`config.mk`:
```
export PLATFORM = sky130hd
export DESIGN_NAME = btmx_ctrl
export DESIGN_NICKNAME = d
export VERILOG_FILES = /design/src/rtl/core/btmx_pkg.sv /design/src/rtl/core/btmx_ctrl.sv
export SDC_FILE = /design/constraint.sdc
export NUM_CORES = 1
export LEC_CHECK = 0
export BUFFER_PORTS_ARGS = -buffer_cell sky130_fd_sc_hd__buf_4
export CAP_MARGIN = 20
export CORE_AREA = 8 8 45 47
export CTS_BUF_LIST = sky130_fd_sc_hd__clkbuf_8
export DETAILED_ROUTE_END_ITERATION = 12
export DIE_AREA = 0 0 53 55
export PLACE_DENSITY_LB_ADDON = 0.1
export RECOVER_POWER = 25
export SLEW_MARGIN = 40
export SYNTH_ARGS = -nofsm -noshare
export SYNTH_HDL_FRONTEND = slang
export SYNTH_SLANG_ARGS = --single-unit
```
`constraint.sdc`:
```
create_clock -name clk -period 1.1 [get_ports clk]
set_input_delay 0.11 -clock clk [delete_from_list [all_inputs] [get_ports clk]]
set_output_delay 0.11 -clock clk [all_outputs]
set_load 0.02 [all_outputs]
```
`src/rtl/core/btmx_pkg.sv`:
```
package btmx_pkg;

  // request kinds
  localparam logic REQ_INSERT = 1'b0;
  localparam logic REQ_QUERY  = 1'b1;

  // result status codes
  localparam logic [1:0] ST_OK    = 2'd0;
  localparam logic [1:0] ST_EMPTY = 2'd1;
  localparam logic [1:0] ST_FULL  = 2'd2;

  // controller to datapath
  typedef struct packed {
    logic load;  // capture an accepted request
    logic walk;  // advance the walk by one trie level
  } btmx_cmd_t;

  // datapath to controller
  typedef struct packed {
    logic reject;  // request at the port cannot be served (full or empty)
    logic last;    // walk sits on the lowest key bit
  } btmx_stat_t;

endpackage

```
`src/rtl/core/btmx_ctrl.sv`:
```
module btmx_ctrl import btmx_pkg::*; (
  input  logic       clk,
  input  logic       rst,
  input  logic       start,
  input  btmx_stat_t stat,
  output btmx_cmd_t  cmd,
  output logic       busy,
  output logic       done
);

  typedef enum logic [2:0] {
    S_IDLE = 3'b001,
    S_WALK = 3'b010,
    S_RESP = 3'b100
  } state_t;

  state_t state, state_next;

  always_comb begin
    state_next = state;
    case (state)
      S_IDLE: begin
        if (start) begin
          state_next = stat.reject ? S_RESP : S_WALK;
        end
      end
      S_WALK: begin
        if (stat.last) begin
          state_next = S_RESP;
        end
      end
      S_RESP: begin
        state_next = S_IDLE;
      end
      default: begin
        state_next = S_IDLE;
      end
    endcase
  end

  always_ff @(posedge clk) begin
    if (rst) begin
      state <= S_IDLE;
    end else begin
      state <= state_next;
    end
  end

  assign cmd.load = (state == S_IDLE) && start;
  assign cmd.walk = (state == S_WALK);
  assign busy     = (state != S_IDLE);
  assign done     = (state == S_RESP);

endmodule

```
==> impl_results.md <==
- Die area: 0.00292 mm2
- Router iterations before antenna repair: 4
- Antenna violations before repair: 0
- Ys flop type: dfxtp_1
- Fin crit share: 109%
- Final setup vio count: 4
- Post-Syn Nets: 21
- FF-to-FF setup slack: -0.07 ns
- Worst R2R Path Depth: 3
- Die X: 53 um
- Via count: roughly 200
- I/O Buffers: 8
- Status: finished with violations
- # hold bufs at CTS: 0
- Number of global-route vias before repair: 203
- Syn_area_per_cell: 9.54 um2
- WP data arrival: between 1 and 1.5 ns
- CP required: 0.99 ns
- CTS sink cnt: 3
- Hold Crit Class: in2reg
- Synth top area cells: dfxtp_1 39%, o32ai_1 11%, nand4bb_2 11%, inv_1 7.4%, or3b_4 7.4%
- GR Overflow Total: 0
- RSZ-0062 raised after global routing: yes
- HPWL after DPL: 388 um
- I/O pins: 9
- Overall Power: approximately 550 uW
- Largest register FFs: 3
- Inserted Diodes: 0
- Hold Fails Final Rpt: 0
- Placed cell count: 42
- Final nets: 40
- Yosys cell types: 11
- Total Wirelength: 626 um
- Post-Synthesis Cells: 16
- Top Registers: state: 3 flops
- Synth Area in Adders: 0%
- #FFs+latches synth: 3
- Starting DRT DRC Count: 2
- Synthesis Warnings: 0
- Async SR Flop Fraction: 0%
- Critical R2R Capture: state[0]
- Top cell type's share of synthesized area: 39.3%
- Sequential element share of the synthesized area: around 40%
- Final routed DRC violation total: 0
- First-pass GRT wire length: approximately 770 um
- Pin count of the biggest net entering global routing: 6
- Compound-cell area share of the yosys netlist: 17.2%
- Detail Route Antenna Nets: 0
- Crit start category: flip-flop
- Final Core Density: about 27%
- CP Class: reg2out
- Worst setup margin: -0.100 ns
- Layout Skew: 0.00199 ns
- Leak Pwr: approximately 0.00017 uW
- Worst-path clk slew: 0.03 ns
- Post-synthesis mux area share: 0%
- Gpl congestion: 0.606
- MaxCap Viol Count: 0
- Post-synth EDFFs: 0
- Tmin final: around 1.2 ns
- H-tree Lvls: 1
- GRT Util Overall: under 10%
- Setup crit end: cmd[0]
- VDD IR max: 0.000400 V
- Final Max Tran Viols: 0
- Die height: between 50 and 60 um
- Vias per inst: approximately 3.9
- Yosys top cell by area: dfxtp_1
- Layout cells sized above 1: 88.2%
- Synth Cell Area: 153 um2
- Top reg by flops: state
- CTS tree: done
- Layout Cells excl Fill: 50
- Synth-to-layout area growth: 146%
- Slew margin rel.: 86.9%
- Wire per inst: 12.5 um
- Fmax: 833 MHz
- CTS root buf: clkbuf_8
- Later-pin clock latency in the skew report: 0.22 ns
- Largest family of logic cells by synthesized area: simple AND/OR/NAND/NOR gates
- Synth cell count leaders: 3 x dfxtp_1, 3 x inv_1, 2 x o32ai_1
- CP max FO: 2
- Reg2reg start: state[0]
- Fraction of the mapped netlist area in simple logic gates: 36.1%
- Failing checks: setup timing
- Xor/xnor share of the synthesized area: 0%
- CTS Buf Count: 3
- Actual slew at the worst max-slew pin: 0.197 ns
- CTS Buffer Depth: 2
- Starting Density: between 10% and 20%
- PwrDens: 1460 mW/mm2
- Standard-cell rows: 14
- Critical Path Start: state[0]
- Core area: around 0.0014 mm2
- Worst Setup End Kind: output pin
metrics by stage:
step / hold slack, ns / setup TNS (ns) / area (um2) / setup WS, ns
after floorplan: 0.200 / 0 / 153 / 0.0833
after global placement: 0.331 / 0 / 248 / 0.00869
after detailed placement: 0.325 / 0 / 248 / 0.0222
after CTS: 0.100 / -0.340 / 319 / -0.101
after global routing: 0.123 / -0.412 / 375 / -0.126
final: 0.112 / -0.284 / 375 / -0.100
how the worst min path moves through the flow:
stage / from / depth (start not counted) / slack [ns] / to
after floorplan: rst / 1 / 0.20 / state[0]
after global placement: rst / 2 / 0.33 / state[0]
after CTS: stat[0] / 2 / 0.10 / state[1]
final: stat[0] / 2 / 0.11 / state[1]
after detailed placement: rst / 2 / 0.33 / state[0]
after global routing: stat[0] / 2 / 0.12 / state[1]
where the power goes:
group / switching, uW / leakage (uW) / internal, uW / total, uW
Combinational: 48.5 / 0.000122 / 68.1 / 117
Clock: 73.6 / 0.0000269 / 238 / 311
Sequential: 4.65 / 0.0000252 / 117 / 122
Total: 127 / 0.000174 / 423 / 550
critical path: stages, from the launching register on:
cell	delay, ns
dfxtp_2	0.31
or3b_4	0.40
inv_2	0.06
buf_6	0.11
final cells by class:
class	count	area [um2]
fill	161	1010
timing repair buffer	14	120
sequential	3	63.8
multi-input combinational	10	115
clock buffer	3	41.3
clock inverter	1	3.75
tap	16	20.0
inverter	3	11.3
cells in the final DEF (no fill, tap or decap), types with 2 or more instances in the layout:
cell,count
buf_4,10
buf_6,4
clkbuf_8,3
dfxtp_2,3
inv_2,2
inv_1,2
o32ai_2,2
kinds of logic after synthesis:
family | count (synthesis)
compound gates | 3
buf+inv | 3
flops | 3
simple gates | 7
per-layer routing:
metal  part of all wire, %  track usage, %
met1                    32            2.88
met4                     0            7.76
met3                   4.0            1.07
met5                     0               0
met2                    64            6.64
what timing repair did:
item                       4_1_cts  5_1_grt
pin swaps                        0        1
gates resized for setup          6        8
setup endpoints to repair        3        7
gates cloned                     0        0
setup buffers                    1        3
Power figures use the tool's default switching activity.
